`config.mk`:
```
export PLATFORM = sky130hd
export DESIGN_NAME = sepd_gradient
export DESIGN_NICKNAME = d
export VERILOG_FILES = /design/src/sepd_pkg.sv /design/src/sepd_gradient.sv
export SDC_FILE = /design/constraint.sdc
export NUM_CORES = 1
export LEC_CHECK = 0
export BUFFER_PORTS_ARGS = -buffer_cell sky130_fd_sc_hd__buf_2
export CAP_MARGIN = 20
export CORE_MARGIN = 2
export CORE_UTILIZATION = 40
export CTS_BUF_LIST = sky130_fd_sc_hd__clkbuf_16
export DETAILED_ROUTE_END_ITERATION = 10
export PLACE_DENSITY_LB_ADDON = 0.3
export SYNTH_ARGS = -nofsm -noshare
export SYNTH_HDL_FRONTEND = slang
export SYNTH_SLANG_ARGS = --single-unit
```
`constraint.sdc`:
```
create_clock -name clk -period 5.6 [get_ports clk]
set_clock_uncertainty 0.1 [all_clocks]
set_input_delay 1.12 -clock clk [delete_from_list [all_inputs] [get_ports clk]]
set_output_delay 1.12 -clock clk [all_outputs]
set_load 0.02 [all_outputs]
```
`src/sepd_pkg.sv`:
```
// ---------------------------------------------------------------------------
// Sobel edge point detector package
// Sizes, register indexes and the request types shared by the modules.
// ---------------------------------------------------------------------------
package sepd_pkg;

	localparam int MAX_WIDTH    = 2048;
	localparam int MAX_HEIGHT   = 2048;

	localparam int PIXEL_WORD_W = 32;
	localparam int PIX_W        = 8;
	localparam int LINE_W       = 2 * PIX_W;
	localparam int DIM_W        = 12;
	localparam int THR_W        = 11;
	localparam int COORD_W      = 11;
	localparam int COL_W        = $clog2(MAX_WIDTH);
	localparam int ROW_W        = $clog2(MAX_HEIGHT + 2);
	localparam int CFG_IDX_W    = 2;
	localparam int CFG_DATA_W   = 12;

	localparam int FIFO_DEPTH   = 8;
	localparam int FIFO_AW      = $clog2(FIFO_DEPTH);
	localparam int CNT_W        = $clog2(FIFO_DEPTH + 1);

	localparam logic [DIM_W-1:0] WIDTH_RESET  = DIM_W'(2048);
	localparam logic [DIM_W-1:0] HEIGHT_RESET = DIM_W'(2048);
	localparam logic [THR_W-1:0] THRESH_RESET = THR_W'(20);

	typedef enum logic [CFG_IDX_W-1:0] {
		REG_IMAGE_WIDTH    = 2'd0,
		REG_IMAGE_HEIGHT   = 2'd1,
		REG_EDGE_THRESHOLD = 2'd2
	} cfg_reg_t;

	// Window request handed from the line store stage to the gradient pipe.
	typedef struct packed {
		logic                        valid;
		logic                        check;
		logic [8:0][PIX_W-1:0]       win;
		logic [COORD_W-1:0]          x;
		logic [COORD_W-1:0]          y;
	} win_req_t;

	// Final decision for one item.
	typedef struct packed {
		logic               done;
		logic               hit;
		logic [COORD_W-1:0] x;
		logic [COORD_W-1:0] y;
	} verdict_t;

	// Clamp a frame dimension to 1..hi.
	function automatic logic [DIM_W-1:0] clamp_dim(input logic [DIM_W-1:0] v, input int hi);
		logic [DIM_W-1:0] res;
		res = v;
		if (v == '0) begin
			res = DIM_W'(1);
		end else if (int'(v) > hi) begin
			res = DIM_W'(hi);
		end
		return res;
	endfunction

endpackage

```
`src/sepd_gradient.sv`:
```
// ---------------------------------------------------------------------------
// Sobel edge point detector gradient pipe
// Kernel sums, squares and the threshold compare over three stages.
// ---------------------------------------------------------------------------
module sepd_gradient import sepd_pkg::*; (
	input  logic             clk,
	input  logic             arst_n,
	input  win_req_t         win_req,
	input  logic [THR_W-1:0] thresh,
	output verdict_t         verdict
);

	localparam int SUM_W = PIX_W + 2;
	localparam int SQ_W  = 2 * SUM_W;
	localparam int T_W   = THR_W + 1;
	localparam int TSQ_W = 2 * T_W;

	logic [SUM_W-1:0]   px;
	logic [SUM_W-1:0]   nx;
	logic [SUM_W-1:0]   py;
	logic [SUM_W-1:0]   ny;
	logic [SUM_W:0]     gx;
	logic [SUM_W:0]     gy;
	logic [SUM_W:0]     ax;
	logic [SUM_W:0]     ay;

	logic               v_s3;
	logic               check_s3;
	logic [SUM_W-1:0]   ax_s3;
	logic [SUM_W-1:0]   ay_s3;
	logic [COORD_W-1:0] x_s3;
	logic [COORD_W-1:0] y_s3;

	logic               v_s4;
	logic               check_s4;
	logic [SQ_W-1:0]    sqx_s4;
	logic [SQ_W-1:0]    sqy_s4;
	logic [COORD_W-1:0] x_s4;
	logic [COORD_W-1:0] y_s4;

	logic [T_W-1:0]     t;
	logic [TSQ_W-1:0]   tsq_q;
	logic [SQ_W:0]      mag;

	always_comb begin
		px = SUM_W'(win_req.win[2]) + {win_req.win[5], 1'b0} + SUM_W'(win_req.win[8]);
		nx = SUM_W'(win_req.win[0]) + {win_req.win[3], 1'b0} + SUM_W'(win_req.win[6]);
		py = SUM_W'(win_req.win[6]) + {win_req.win[7], 1'b0} + SUM_W'(win_req.win[8]);
		ny = SUM_W'(win_req.win[0]) + {win_req.win[1], 1'b0} + SUM_W'(win_req.win[2]);
		gx = {1'b0, px} - {1'b0, nx};
		gy = {1'b0, py} - {1'b0, ny};
		ax = gx[SUM_W] ? (~gx + (SUM_W+1)'(1)) : gx;
		ay = gy[SUM_W] ? (~gy + (SUM_W+1)'(1)) : gy;
	end

	always_ff @(posedge clk or negedge arst_n) begin
		if (!arst_n) begin
			v_s3 <= 1'b0;
			v_s4 <= 1'b0;
		end else begin
			v_s3 <= win_req.valid;
			v_s4 <= v_s3;
		end
	end

	// Threshold square follows the register; it settles well before any request.
	assign t = T_W'(thresh) + T_W'(1);

	always_ff @(posedge clk) begin
		tsq_q    <= TSQ_W'(t) * TSQ_W'(t);
		check_s3 <= win_req.check;
		ax_s3    <= ax[SUM_W-1:0];
		ay_s3    <= ay[SUM_W-1:0];
		x_s3     <= win_req.x;
		y_s3     <= win_req.y;
		check_s4 <= check_s3;
		sqx_s4   <= SQ_W'(ax_s3) * SQ_W'(ax_s3);
		sqy_s4   <= SQ_W'(ay_s3) * SQ_W'(ay_s3);
		x_s4     <= x_s3;
		y_s4     <= y_s3;
	end

	always_comb begin
		mag             = (SQ_W+1)'(sqx_s4) + (SQ_W+1)'(sqy_s4);
		verdict.done    = v_s4;
		verdict.hit     = v_s4 && check_s4 && (TSQ_W'(mag) >= tsq_q);
		verdict.x       = x_s4;
		verdict.y       = y_s4;
	end

endmodule

```
* Yosys cells after proc, flatten, opt, wreduce, memory -nomap -nowiden
Index checks and enable logic that the tools add are counted.
** Operators by class
- Add/sub/neg operators :: 14
- $mul :: 3
- Div/mod/pow operators :: 0
- Magnitude comparators :: 1
- Equal/unequal tests :: 0
- Shift-type cells :: 0
- Multiplexer cells :: 2
- Bitwise operators :: 2
- Reductions and logical operators :: 2
** Operator list (number)
- adder 10 x 8 -> 10 bit :: 4
- adder 8 x 9 -> 10 bit :: 4
- multiplier 10 x 10 -> 20 bit :: 2
- >= comparator 21 x 24 -> 1 bit :: 1
- multiplier 12 x 12 -> 24 bit :: 1
- subtractor 10 x 10 -> 11 bit :: 2
- adder 20 x 20 -> 21 bit :: 1
- adder 10 x 1 -> 10 bit (second input constant) :: 2
- 2-to-1 mux 10 bit :: 2
- NOT 10 bit :: 2
- adder 11 x 1 -> 12 bit (second input constant) :: 1
- logical AND 1 bit :: 2
** Word-level totals
- Register bits :: 132
- Latch bits :: 0
- Memory bits (writable) :: 0
- Bits in read-only memories :: 0
- Input bits :: 109
- Output and inout port bits :: 24
- Word-level logic and storage cells :: 37
- Memories :: 0

* Logic depth before layout (Yosys ltp)
- Depth after elaboration :: 6
- Depth in mapped cells :: 27
- Mapped depth without buffers :: 26

* Least setup slack after synthesis
OpenSTA, ideal clock, no wires.
- Path type :: input -> register
- From :: input port thresh[0]
- To :: register tsq_q[21]
- Setup time :: 0.119 ns
- Arrival :: 6.660 ns
- Data required time :: 5.381 ns
- Setup slack :: -1.279 ns
- Cell stages on the path :: 24
- Buffers on the path :: 0
- Cell sequence :: ha_1 nand2_1 or2_1 inv_1 nand3_1 xor2_1 nor2_1 inv_1 fa_1 fa_1 inv_1 fa_1 fa_1 inv_1 fa_1 inv_1 ha_1 a21o_1 a21o_1 a31o_2 a211oi_1 a2111oi_0 o21ai_0 a21oi_1
** Between the ends
- Word-level cells in the longest chain between the ends :: 2
** RTL lines
- start: declaration :: line sepd_gradient.sv:9 : input logic [THR_W-1:0] thresh,
- adder 11 x 1 -> 12 bit :: line sepd_gradient.sv:67 : assign t = T_W'(thresh) + T_W'(1);
- multiplier 12 x 12 -> 24 bit :: line sepd_gradient.sv:70 : tsq_q <= TSQ_W'(t) * TSQ_W'(t);
- end signal: assignment :: line sepd_gradient.sv:70
- end: declaration :: line sepd_gradient.sv:42 : logic [TSQ_W-1:0] tsq_q;
No other way between the ends.

* Worst setup path after layout
- From :: input port thresh[1]
- To :: register tsq_q[19]
The elaborated chain is that of the path after synthesis.

==> out/summary.txt <==
status: complete, but fails checks
violated checks: setup timing
CTS H-tree depth: 4
r2r endpoint: sqx_s4[19]
Final Max Tran Viols: 0
die area: 40400 um^2
core area: 38500 um^2
Cells after Synth: 1623
number of routed nets with antenna violations: 0
post-route setup TNS: -3.82 ns
Clock Tree Buf Depth: 2
DR iter-0 viols: 283
CTS Buf Count: 17
Async S/R FF share, synth: 1.55%
CP Launch Type: input port
Worst Slack Setup Final: -0.472 ns
n_diodes: 0
Chip Width: 201 um
area grow syn2layout: 20.6%
Placer Congestion: 0.841
# IOs: 133
global route overflow: 0
WP data required: 5.86 ns
PortBufs: 124
CTS Root Cell: clkbuf_16
Critical R2R Launch: ax_s3[9]
CP arrival: 6.33 ns
Synth area leader: fa_1
Least-Margin Pin Slew: 0.632 ns
Mapped Area: 15500 um^2
Synth warnings: 0
CTS tree: done
synth cell count leaders: 354 x inv_1, 234 x fa_1, 216 x ha_1
vias per cell: 4.66
CTS sink cnt: 129
post-synthesis register bit count: 129
Worst R2R Setup Slack: 0.35 ns
Slew headroom: 57.6%
final core utilization: 48.6%
post-route minimum period: 6.07 ns
RSZ-0062 raised after global routing: yes
via count: 11100
initial antenna violation count: 1
initial core utilization: 40.3%
ratio of cells with drive above 1 in the final layout: 19.4%
DR WL/cell: 12.9 um
# fillers: 3569
Hold Crit Start: x_s3[7]
Post-synth EDFFs: 0
sequential-to-total area share from yosys stat: 16.7%
synth top area cells: fa_1 30%, ha_1 17%, dfxtp_1 16%
hold path depth: 0
Final Setup Violations: 12
Hold Buf Count CTS: 0
top cell type's share of synthesized area: 30.2%
syn_area_per_cell: 9.56 um^2
highest clock rate: 165 MHz
DRT Wirelength: 31.0 mm
Clk pin slew, worst setup/hold paths: 0.06 ns
DR pass1 iterations: 5
vias in the first global route: 11900
area post-placement: 17800 um^2
Die H: 201 um
largest net degree at the start of global routing: 17
post-route clock period utilization: 108%
final net count: 2421
# DRC: 0
clk_lat worst skew: 0.43 ns
Final Cell Area: 18700 um^2
worst hold slack: 0.221 ns
Fin. Hold Viols: 0
Hold/Removal Path Class: flip-flop to flip-flop
crit path capture type: flip-flop
Max-cap violations: 0
Synth Flop Type: dfxtp_1
GRT Total Usage: 16.5%
WS Path Type: input port to flip-flop
worst-path fanout max: 4
detailed-placement wirelength estimate: 26.9 mm
most common cell in the netlist: inv_1
count of cell types in the netlist: 66
Hold EP: x_s4[7]
num rows: 72
Reg2Reg Depth: 16
first-pass GRT wire length: 54.6 mm
## sequential cells by signal, summed over array words and instances, names as in the netlist
register / count
ax_s3: 10
ay_s3: 10
check_s3: 1
check_s4: 1
sqx_s4: 19
sqy_s4: 19
tsq_q: 23
v_s3: 1
v_s4: 1
x_s3: 11
x_s4: 11
y_s3: 11
y_s4: 11
## cell usage in the layout (no fill, tap or decap), drive strengths merged, types with 22 or more instances in the layout
cell type  Yosys  routed
nor2b         27      27
a21o          22      22
xor2          45      45
xnor2         72      72
fa           234     234
inv          356     362
dfxtp        127     127
o21ai         43      43
buf            1     237
ha           216     216
and2          62      62
nand2         81      81
nor2          84      84
a21oi         65      65
## per-stage QoR
step,cells,worst slack (ns)
5_1_grt,2393,-0.642
2_1_floorplan,1629,-0.703
4_1_cts,2386,-0.468
3_5_place_dp,2352,-1.09
6_report,2393,-0.472
3_3_place_gp,2352,-1.03
## logic make-up after synthesis
family	Yosys count	share of synthesized area (%)
DFF	129	16.7
muxes	4	0.290
other	2	0.0484
xor gates and xnor gates	117	6.65
adders and majority gates	450	47.6
buffers and inverters	379	9.19
AOI/OAI and AO/OA	204	8.54
and+or+nand+nor	338	10.9
## area by class of cell
| cell class | count | area, um^2 | area share, % |
|---|---|---|---|
| multi-input combinational | 1121 | 12000 | 64.2 |
| sequential | 129 | 2590 | 13.9 |
| timing repair buffer | 237 | 1530 | 8.16 |
| inverter | 356 | 1340 | 7.15 |
| tap | 518 | 648 | 3.46 |
| clock buffer | 17 | 425 | 2.27 |
| clock inverter | 15 | 159 | 0.849 |
## critical path, stage by stage
cell and delay (ns):
buf_8 0.08, ha_4 0.13, nand2_2 0.04, or2_4 0.25
inv_4 0.08, nand3_4 0.08, xor2_4 0.18, inv_2 0.11
nand2_2 0.06, fa_1 0.53, inv_2 0.05, fa_1 0.48
fa_1 0.51, fa_1 0.51, inv_2 0.04, fa_1 0.51
inv_2 0.04, ha_4 0.21, a21o_1 0.18, a21o_1 0.17
a31o_4 0.24, a211oi_4 0.32, buf_6 0.16, a211o_1 0.12
xnor2_1 0.11
## per-layer routing
metal | part of all wire, % | vias up | global-route usage, %
met1 | 45 | 5338 | 21.0
met3 | 4.2 | 49 | 3.34
met4 | 2.3 | 2 | 5.50
met5 | 0.023 | - | 0
met2 | 49 | 180 | 28.2
li1 | - | 5578 | -
## how the worst max path moves through the flow
stage,slack [ns],to,start,cells past startpoint
2_1_floorplan,-0.70,tsq_q[23],thresh[0],25
3_3_place_gp,-1.03,tsq_q[23],thresh[1],26
3_5_place_dp,-1.09,tsq_q[23],thresh[0],26
4_1_cts,-0.47,tsq_q[23],thresh[1],25
5_1_grt,-0.64,tsq_q[19],thresh[1],25
6_report,-0.47,tsq_q[19],thresh[1],25
## what timing repair did
item                                    in CTS  in global routing
endpoints found under the setup margin      13                 16
resized for setup                           29                 32
buffers inserted                             2                  7
pin swaps                                   22                 24
Power is not shown: default switching activity piles up to over one toggle a cycle in this logic, so the estimate is an artifact.
