<file path="src/sepd_pkg.sv">
// ---------------------------------------------------------------------------
// Sobel edge point detector package
// Sizes, register indexes and the request types shared by the modules.
// ---------------------------------------------------------------------------
package sepd_pkg;

	localparam int MAX_WIDTH    = 2048;
	localparam int MAX_HEIGHT   = 2048;

	localparam int PIXEL_WORD_W = 32;
	localparam int PIX_W        = 8;
	localparam int LINE_W       = 2 * PIX_W;
	localparam int DIM_W        = 12;
	localparam int THR_W        = 11;
	localparam int COORD_W      = 11;
	localparam int COL_W        = $clog2(MAX_WIDTH);
	localparam int ROW_W        = $clog2(MAX_HEIGHT + 2);
	localparam int CFG_IDX_W    = 2;
	localparam int CFG_DATA_W   = 12;

	localparam int FIFO_DEPTH   = 8;
	localparam int FIFO_AW      = $clog2(FIFO_DEPTH);
	localparam int CNT_W        = $clog2(FIFO_DEPTH + 1);

	localparam logic [DIM_W-1:0] WIDTH_RESET  = DIM_W'(2048);
	localparam logic [DIM_W-1:0] HEIGHT_RESET = DIM_W'(2048);
	localparam logic [THR_W-1:0] THRESH_RESET = THR_W'(20);

	typedef enum logic [CFG_IDX_W-1:0] {
		REG_IMAGE_WIDTH    = 2'd0,
		REG_IMAGE_HEIGHT   = 2'd1,
		REG_EDGE_THRESHOLD = 2'd2
	} cfg_reg_t;

	// Window request handed from the line store stage to the gradient pipe.
	typedef struct packed {
		logic                        valid;
		logic                        check;
		logic [8:0][PIX_W-1:0]       win;
		logic [COORD_W-1:0]          x;
		logic [COORD_W-1:0]          y;
	} win_req_t;

	// Final decision for one item.
	typedef struct packed {
		logic               done;
		logic               hit;
		logic [COORD_W-1:0] x;
		logic [COORD_W-1:0] y;
	} verdict_t;

	// Clamp a frame dimension to 1..hi.
	function automatic logic [DIM_W-1:0] clamp_dim(input logic [DIM_W-1:0] v, input int hi);
		logic [DIM_W-1:0] res;
		res = v;
		if (v == '0) begin
			res = DIM_W'(1);
		end else if (int'(v) > hi) begin
			res = DIM_W'(hi);
		end
		return res;
	endfunction

endpackage

</file>
<file path="src/sepd_out_fifo.sv">
// ---------------------------------------------------------------------------
// Sobel edge point detector result queue
// Small queue of edge points in front of the output channel.
// ---------------------------------------------------------------------------
module sepd_out_fifo import sepd_pkg::*; (
	input  logic               clk,
	input  logic               arst_n,
	input  verdict_t           verdict,
	input  logic               ready,
	output logic               valid,
	output logic [COORD_W-1:0] edge_x,
	output logic [COORD_W-1:0] edge_y,
	output logic               pop
);

	logic [2*COORD_W-1:0] slots [FIFO_DEPTH];
	logic [FIFO_AW-1:0]   wr_ptr_q;
	logic [FIFO_AW-1:0]   rd_ptr_q;
	logic [CNT_W-1:0]     count_q;
	logic                 push;

	assign push  = verdict.hit;
	assign valid = (count_q != '0);
	assign pop   = valid && ready;
	assign edge_x = slots[rd_ptr_q][2*COORD_W-1:COORD_W];
	assign edge_y = slots[rd_ptr_q][COORD_W-1:0];

	always_ff @(posedge clk) begin
		if (push) begin
			slots[wr_ptr_q] <= {verdict.x, verdict.y};
		end
	end

	always_ff @(posedge clk or negedge arst_n) begin
		if (!arst_n) begin
			wr_ptr_q <= '0;
			rd_ptr_q <= '0;
			count_q  <= '0;
		end else begin
			if (push) begin
				wr_ptr_q <= wr_ptr_q + FIFO_AW'(1);
			end
			if (pop) begin
				rd_ptr_q <= rd_ptr_q + FIFO_AW'(1);
			end
			count_q <= count_q + CNT_W'(push) - CNT_W'(pop);
		end
	end

endmodule

</file>
<file path="config.mk">
export PLATFORM = sky130hd
export DESIGN_NAME = sepd_out_fifo
export DESIGN_NICKNAME = d
export VERILOG_FILES = /design/src/sepd_pkg.sv /design/src/sepd_out_fifo.sv
export SDC_FILE = /design/constraint.sdc
export NUM_CORES = 1
export LEC_CHECK = 0
export ABC_CLOCK_PERIOD_IN_PS = 4650
export BUFFER_PORTS_ARGS = -buffer_cell sky130_fd_sc_hd__buf_2
export CAP_MARGIN = 10
export CORE_MARGIN = 2
export CORE_UTILIZATION = 55
export CTS_CLUSTER_DIAMETER = 50
export DETAILED_ROUTE_END_ITERATION = 12
export GPL_ROUTABILITY_DRIVEN = 0
export PLACE_DENSITY = 0.76
export SETUP_SLACK_MARGIN = 0.05
export SYNTH_ARGS = -nofsm -noshare
export SYNTH_HDL_FRONTEND = slang
export SYNTH_SLANG_ARGS = --single-unit
</file>
<file path="constraint.sdc">
create_clock -name clk -period 4.65 [get_ports clk]
set_input_delay 0.2325 -clock clk [delete_from_list [all_inputs] [get_ports clk]]
set_output_delay 0.2325 -clock clk [all_outputs]
set_load 0.05 [all_outputs]
</file>
## After elaboration in Yosys (flattened, before gate mapping)

Memory sizes are Yosys's and may differ from the RTL's.
Cells that the tools add are included.

| cells by class | value |
|---|---|
| reduce and logical (&&, ||, !) cells | 2 |
| $add $sub $neg | 4 |
| muxes and demuxes | 2 |

Operator list:

| kind | count |
|---|---|
| $add A3 B1 Y3 const B | 2 |
| $add A4 B1 Y4 | 1 |
| $reduce_bool A4 Y1 | 1 |
| $sub A4 B1 Y4 | 1 |
| $mux W1 | 2 |
| $logic_and A1 B1 Y1 | 1 |

| storage, ports and cells | value |
|---|---|
| register bits after elaboration | 10 |
| RAM bits | 176 |
| memories kept | 1 |
| logic and storage cells | 12 |
| bits of input ports | 27 |
| output and inout bits | 24 |

Memory list:

| memory | words | width | rd ports | clocked after Yosys merged registers in | write ports | line | text |
|---|---|---|---|---|---|---|---|
| slots | 8 | 22 | 1 | 0 | 1 | sepd_out_fifo.sv:16 | `logic [2*COORD_W-1:0] slots [FIFO_DEPTH];` |

## Logic depth before layout (Yosys ltp)

Gate-level depths: netlist (run 1).

| logic depth | value |
|---|---|
| depth after elaboration | 3 |
| depth in mapped cells | 11 |
| gate-level depth less buffers | 11 |

## Worst setup path before layout (run 1)

Ideal clock, no wire load.

| timing path | value |
|---|---|
| path kind | reg-to-reg |
| start | reg count_q[2] |
| end | reg count_q[2] |
| arrival | 2.640 ns |
| period minus slack after synthesis | 2.762 ns |
| setup slack | 1.888 ns |
| buffers on the path | 0 |
| data required time | 4.527 ns |
| cell stages (with the launch flop) | 12 |
| cells stage by stage | dfrtp_1 -> inv_1 -> ha_1 -> or3b_2 -> nand2_1 -> inv_1 -> ha_1 -> inv_1 -> ha_1 -> inv_1 -> fa_1 -> xnor2_1 |

| on the way | value |
|---|---|
| cells in the longest elaborated chain, start to end | 3 |
| elaborated cells on any way between the ends | 4 |
| those cells by class | add/sub: 2; reduce/logical: 2 |

RTL lines:

| what | line | text |
|---|---|---|
| start, declared | sepd_out_fifo.sv:19 | `logic [CNT_W-1:0] count_q;` |
| start signal, assigned | sepd_out_fifo.sv:46 | `count_q <= count_q + CNT_W'(push) - CNT_W'(pop);` |
| $reduce_bool A4 Y1 | sepd_out_fifo.sv:23 | `assign valid = (count_q != '0);` |
| named net valid | sepd_out_fifo.sv:10 | `output logic valid,` |
| $logic_and A1 B1 Y1 | sepd_out_fifo.sv:24 | `assign pop = valid && ready;` |
| named net pop | sepd_out_fifo.sv:13 | `output logic pop` |
| $sub A4 B1 Y4 | sepd_out_fifo.sv:46 |  |

The timed path passes the listed nets, and every way through them passes these cells.
A chain may end at the register's enable or synchronous reset.

## Worst setup path in the final report (run 1)

| timing path | value |
|---|---|
| start | reg rd_ptr_q[0] |
| end | out edge_x[5] |

| on the way | value |
|---|---|
| cells in the longest elaborated chain, start to end | 1 |

RTL lines:

| what | line | text |
|---|---|---|
| start, declared | sepd_out_fifo.sv:18 | `logic [FIFO_AW-1:0] rd_ptr_q;` |
| start signal, assigned | sepd_out_fifo.sv:44 | `rd_ptr_q <= rd_ptr_q + FIFO_AW'(1);` |
| $mem_v2 Z8 W22 | - |  |
| end, declared | sepd_out_fifo.sv:11 | `output logic [COORD_W-1:0] edge_x,` |

Every way passes these cells.

==> results of run 1 <==
-- through the flow --
| step | setup slack (ns) | hold WS (ns) |
|---|---|---|
| floorplan | 1.89 | -0.0631 |
| global placement | 1.97 | 0.0956 |
| detailed placement | 1.95 | 0.103 |
| CTS | 1.48 | 0.0514 |
| global route | 1.43 | 0.0726 |
| finish | 1.55 | 0.0703 |
-- metal layers --
metal | up-vias | global-route usage, %
met5 | - | 0
met2 | 78 | 29.0
li1 | 1446 | -
met3 | 13 | 4.65
met4 | 0 | 8.60
met1 | 1683 | 23.8
-- logic make-up (layout without fill, tap and decap cells) --
logic type / Yosys count / in the layout
AO/OA/AOI/OAI: 2 / 2
XOR/XNOR: 6 / 6
adder cells (fa/ha/maj): 8 / 8
buffers and inverters: 21 / 97
flip-flops: 186 / 186
multiplexers: 68 / 68
AND/OR/NAND/NOR: 17 / 17
-- sequential cells by signal, summed over array words and instances, names as in the netlist --
signal / count
slots: 176
count_q: 4
rd_ptr_q: 3
wr_ptr_q: 3
-- power by group --
part	internal (uW)	switching, uW	total (uW)
logic	731	1240	1970
registers	2120	129	2250
clock network	831	547	1380
-- critical path: cells and delay by family, from the launching register on --
kind	cells	cell delay [ns]
buf+inv	2	0.64
flops	1	0.87
mux	2	0.89
-- Yosys cell counts (all sizes together) (2+ instances only) --
master and number:
nand2 4, inv 9, xor2 2, nor2 6, dfrtp 10, xnor2 4, nand2b 3, clkbuf 5
ha 7, mux4 44, mux2 24, edfxtp 176, buf 7, nor3 2
-- how the worst max path moves through the flow --
stage                                end  slack, ns  cells past startpoint
global placement               edge_x[5]       1.97                      4
floorplan           count_q[2]$_DFF_PN0_       1.89                     11
finish                         edge_x[5]       1.55                      4
CTS                            edge_x[5]       1.48                      4
detailed placement             edge_x[5]       1.95                      4
global route                   edge_x[9]       1.43                      4
-- area by class of cell --
type | instances | area (um^2) | share of cell area [%]
clock buffer | 20 | 437 | 5.21
tap | 176 | 220 | 2.62
timing repair buffer | 58 | 315 | 3.76
inverter | 9 | 33.8 | 0.403
multi-input combinational | 101 | 1720 | 20.5
clock inverter | 10 | 128 | 1.52
sequential | 186 | 5540 | 66.0
==> results_dict.tcl, run 1 <==
set metrics [dict create \
    synth_fp_nets 343 \
    grt_usage_pct 18.2 \
    nFillCells 885 \
    first_pass_iters 5 \
    netlist_area_um2 7330 \
    final_common_cell "edfxtp_1" \
    routed_wl_um 12000 \
    cts-buffers-inserted 17 \
    antenna_left 0 \
    worstSetupPathType "reg2out" \
    worst_hold_path_type "in2reg" \
    drive_gt1_share_pct 29.9 \
    nets 408 \
    ys_types 21 \
    die-height_um 119 \
    cp.arrival_ns 2.86 \
    die_x_um 119 \
    crit_fanout 29 \
    start_util_pct 55.8 \
    p_total_uw 5600 \
    synth_fa_ha_area_share_pct 1.47 \
    clock.fmax_ghz 0.323 \
    synthCells 308 \
    fin_util_pct 63.9 \
    crit_path_start_kind "flop" \
    place_area_um2 7820 \
    cts_hold_buf 1 \
    finalSetupViolCount 0 \
    p_leak_uw 0.00294 \
    rsz0062_at_grt "no" \
    synth_seq_cells 186 \
    hold_path_depth 1 \
    clk_latency_ns 0.42 \
    grt_max_degree 46 \
    status "finished, final reports clean" \
    yosysWarnings 0 \
    rows 42 \
    synth_compound_area_share_pct 0.171 \
    post-route-period-util_pct 66.6 \
    synthXorXnorAreaFrac_pct 0.717 \
    yosysSeqAreaShare_pct 75.5 \
    routed-wl-met3_um 463 \
    cts.path.max_buffers 2 \
    dp_hpwl_um 6510 \
    p_per_area_nw_per_um2 667 \
    final_cell_mix "edfxtp_1 (176), buf_2 (49), mux4_1 (44), mux2_2 (24), clkbuf_16 (17)" \
    finalCriticalPeriod_ns 3.10 \
    die_area_um2 14300 \
    drt_iter0_markers 219 \
    port_buffers 49 \
    critPathLaunch "rd_ptr_q[0]$_DFFE_PN0P_" \
    htree_levels 4 \
    path_cells "buf_4 -> mux4_1 -> mux2_2 -> buf_2" \
    top_layer_used "met4" \
    setup_total_negative_slack_ns 0 \
    hp-start "verdict[20]" \
    cts_resized 0 \
    critPathMaxStageDelay_ns 0.87 \
    antenna_found_initial 0 \
    vias 3220 \
    cp.required_ns 4.42 \
    slew_headroom_pct 39.1 \
    ff2ff_path_depth 11 \
    slowest_stage "dfrtp_2" \
    postCtsSetupRepairBufs 0 \
    r2r_start "count_q[2]$_DFF_PN0_" \
    synth-simple-area-share_pct 1.09 \
    final_cells 560 \
    clk_pin_slew_worst_paths_ns 0.06 \
    cts_root_buf "clkbuf_16" \
    end_kind "primary output" \
    core_area_um2 13100 \
    final_cell_area_um2 8390 \
    antenna_cells 0 \
    synth-async-reset-ratio_pct 5.38 \
    finalHoldViolCount 0 \
    post-place-cells 529 \
    synth_top_family_by_area "multiplexers" \
    yosysTopAreaCell "edfxtp_1" \
    grt.overflow.total 0 \
    m1WireLength_um 5190 \
    boundaryPins 51 \
    clkSinkCount 186 \
    avgSynthCellArea_um2 23.8 \
    cts_tree "done" \
    slew_violations 0 \
    viasPerCell 5.75 \
    grt_pass1_wl_um 18500 \
    r2r_slack_ns 2.21 \
    routedWlPerCell_um 21.4 \
    reg2reg_to "count_q[2]$_DFF_PN0_" \
    route.met2.wl_um 6140 \
    drc 0 \
    timing.max_cap.violations 0 \
    clock_skew_ns 0.00543 \
    worst_pin_slew_ns 0.911 \
    hold_end "slots[2][20]$_DFFE_PP_" \
    synth_edf_count 176 \
    ys.flop_type "edfxtp_1" \
    first_global_vias 3312 \
    muxShareOfSynthArea_pct 19.5 \
    area_growth_pct 14.4 \
    yosysTopAreaCellShare_pct 72.1 \
    ys_top_cells_by_area "edfxtp_1 (72%), mux4_1 (16%), mux2_2 (3.7%), dfrtp_1 (3.4%), ha_1 (1.2%)" \
    ir_drop_mv 0.332 \
]
No activity file was read; power rests on OpenSTA's default activity.
==> run 2, diff against run 1 <==
--- a/config.mk
+++ b/config.mk
@@ -5,7 +5,7 @@
 export SDC_FILE = /design/constraint.sdc
 export NUM_CORES = 1
 export LEC_CHECK = 0
-export ABC_CLOCK_PERIOD_IN_PS = 4650
+export ABC_CLOCK_PERIOD_IN_PS = 3200
 export BUFFER_PORTS_ARGS = -buffer_cell sky130_fd_sc_hd__buf_2
 export CAP_MARGIN = 10
 export CORE_MARGIN = 2
==> constraint.sdc (replaced) <==
create_clock -name clk -period 3.2 [get_ports clk]
set_input_delay 0.16 -clock clk [delete_from_list [all_inputs] [get_ports clk]]
set_output_delay 0.16 -clock clk [all_outputs]
set_load 0.05 [all_outputs]
==> run 2 against run 1 <==
  * Clock skew decreased by 0.0016 ns
  * First-iteration DRC count decreased by 4.6%
  * Count of clock-buffer cells in the layout increased by 4
  * Sequential power increased by 44%
  * Register-to-register slack got worse by 1.5 ns
  * Largest cell class unchanged
  * Total power increased by 51%
==> results_dict.tcl, run 2 (same netlist as run 1, synthesis figures left out) <==
set metrics [dict create \
    status "finished, final reports clean" \
    rows 42 \
    grt_max_degree 27 \
    place_area_um2 7860 \
    clock.fmax_ghz 0.405 \
    grt_usage_pct 20.3 \
    finalHoldViolCount 0 \
    drc 0 \
    clock_skew_ns 0.00387 \
    cts_tree "done" \
    postCtsSetupRepairBufs 0 \
    routed-wl-met3_um 680 \
    routed_wl_um 13400 \
    nets 423 \
    hold_end "slots[0][13]$_DFFE_PP_" \
    combPwrFrac_pct 35.6 \
    htree_levels 4 \
    cts.path.max_buffers 2 \
    largest_reg_flops 176 \
    reg2reg_to "count_q[2]$_DFF_PN0_" \
    antenna_found_initial 0 \
    rsz0062_at_grt "no" \
    clk_pin_slew_worst_paths_ns 0.06 \
    vias 3295 \
    final_cell_mix "edfxtp_1 (176), buf_2 (49), mux4_1 (44), mux2_2 (24), clkbuf_16 (17)" \
    core_area_um2 13100 \
    drt_iter0_markers 209 \
    dp_hpwl_um 7190 \
    m1WireLength_um 5590 \
    die-height_um 119 \
    p_sw_uw 2880 \
    ir_drop_mv 0.503 \
    r2r_start "count_q[2]$_DFF_PN0_" \
    internal_power_uw 5560 \
    p_per_area_nw_per_um2 983 \
    clockPowerShare_pct 25.8 \
    antenna_left 0 \
    timing.max_cap.violations 0 \
    boundaryPins 51 \
    crit_fanout 20 \
    drive_gt1_share_pct 30.7 \
    slew_headroom_pct 51.6 \
    die_area_um2 14300 \
    r2r_slack_ns 0.76 \
    p_total_uw 8440 \
    cts-buffers-inserted 17 \
    area_growth_pct 17.1 \
    crit_path_start_kind "flop" \
    grt_pass1_wl_um 20500 \
    slew_violations 0 \
    worst_pin_slew_ns 0.726 \
    die_x_um 119 \
    routedWlPerCell_um 23.2 \
    hold_path_depth 1 \
    setup_total_negative_slack_ns 0 \
    first_pass_iters 4 \
    netSwitchingFraction_pct 34.1 \
    viasPerCell 5.71 \
    antenna_cells 0 \
    port_buffers 49 \
    final_common_cell "edfxtp_1" \
    hp-start "verdict[13]" \
    route.met2.wl_um 6780 \
    start_util_pct 55.8 \
    ff2ff_path_depth 11 \
    end_kind "primary output" \
    clkSinkCount 186 \
    cp.required_ns 3.04 \
    first_global_vias 3527 \
    final_cell_area_um2 8590 \
    finalSetupViolCount 0 \
    p_leak_uw 0.00305 \
    finalCriticalPeriod_ns 2.47 \
    top_layer_used "met4" \
    worstSetupPathType "reg2out" \
    timing.hold.ws_ns 0.0131 \
    p_seq_share_pct 38.5 \
    top_regs "slots x176, count_q x4" \
    worst_hold_path_type "in2reg" \
    grt.overflow.total 0 \
    cts_root_buf "clkbuf_16" \
    largest_register "slots" \
    clk_latency_ns 0.42 \
    post-route-period-util_pct 77.1 \
    cp.arrival_ns 2.31 \
]
[run 2: cell count changes in the layout (fill, tap and decap cells not counted), sizes merged]
cell | previous run | this run
dlygate4sd3 | 1 | 11
buf | 57 | 62
clkbuf | 20 | 24
clkinv | 6 | 4
bufinv | 3 | 4
clkinvlp | 1 | 0
[run 2: cell type report]
class	count	area, um^2
multi-input combinational	101	1700
clock inverter	8	144
timing repair buffer	73	478
sequential	186	5540
tap	176	220
inverter	9	33.8
clock buffer	24	472
fill	851	4550
[run 2: timing repair]
item,CTS,global route
hold buffers,11,0
gates resized for setup,0,0
hold endpoints to repair,90,0
[run 2: critical path, stage by stage (launching register included)]
cell	delay, ns
dfrtp_2	0.39
buf_4	0.33
mux4_1	0.62
mux2_2	0.32
buf_2	0.22
[run 2: power by group through the flow]
stage,registers (uW),logic (uW),clock network [uW]
global route,3280,3190,2310
finish,3250,3010,2180
detailed placement,3290,3010,0
global placement,3260,2940,0
CTS,3250,3050,2210
floorplan,3220,2350,0
[run 2: metrics by stage]
stage / util (%) / worst slack, ns / instances
2_1_floorplan: - / 0.438 / 308
3_3_place_gp: 59.8 / 0.823 / 534
3_5_place_dp: 59.8 / 0.745 / 534
4_1_cts: 65.4 / 0.705 / 577
5_1_grt: 65.4 / 0.577 / 577
6_report: 65.4 / 0.733 / 577
[run 2: per-layer routing]
| layer | global-route usage (%) | vias up |
|---|---|---|
| met5 | 0 | - |
| met2 | 33.0 | 119 |
| li1 | - | 1471 |
| met3 | 4.31 | 24 |
| met4 | 9.26 | 0 |
| met1 | 26.7 | 1681 |
[run 2: worst max-delay path by stage]
stage                            start  cells after the start                    to  slack (ns)
6_report       rd_ptr_q[0]$_DFFE_PN0P_                      4             edge_x[1]        0.73
5_1_grt           count_q[2]$_DFF_PN0_                     11  count_q[2]$_DFF_PN0_        0.58
4_1_cts        rd_ptr_q[0]$_DFFE_PN0P_                      4             edge_x[1]        0.70
3_5_place_dp      count_q[2]$_DFF_PN0_                     11  count_q[2]$_DFF_PN0_        0.74
3_3_place_gp      count_q[2]$_DFF_PN0_                     11  count_q[2]$_DFF_PN0_        0.82
2_1_floorplan     count_q[2]$_DFF_PN0_                     11  count_q[2]$_DFF_PN0_        0.44
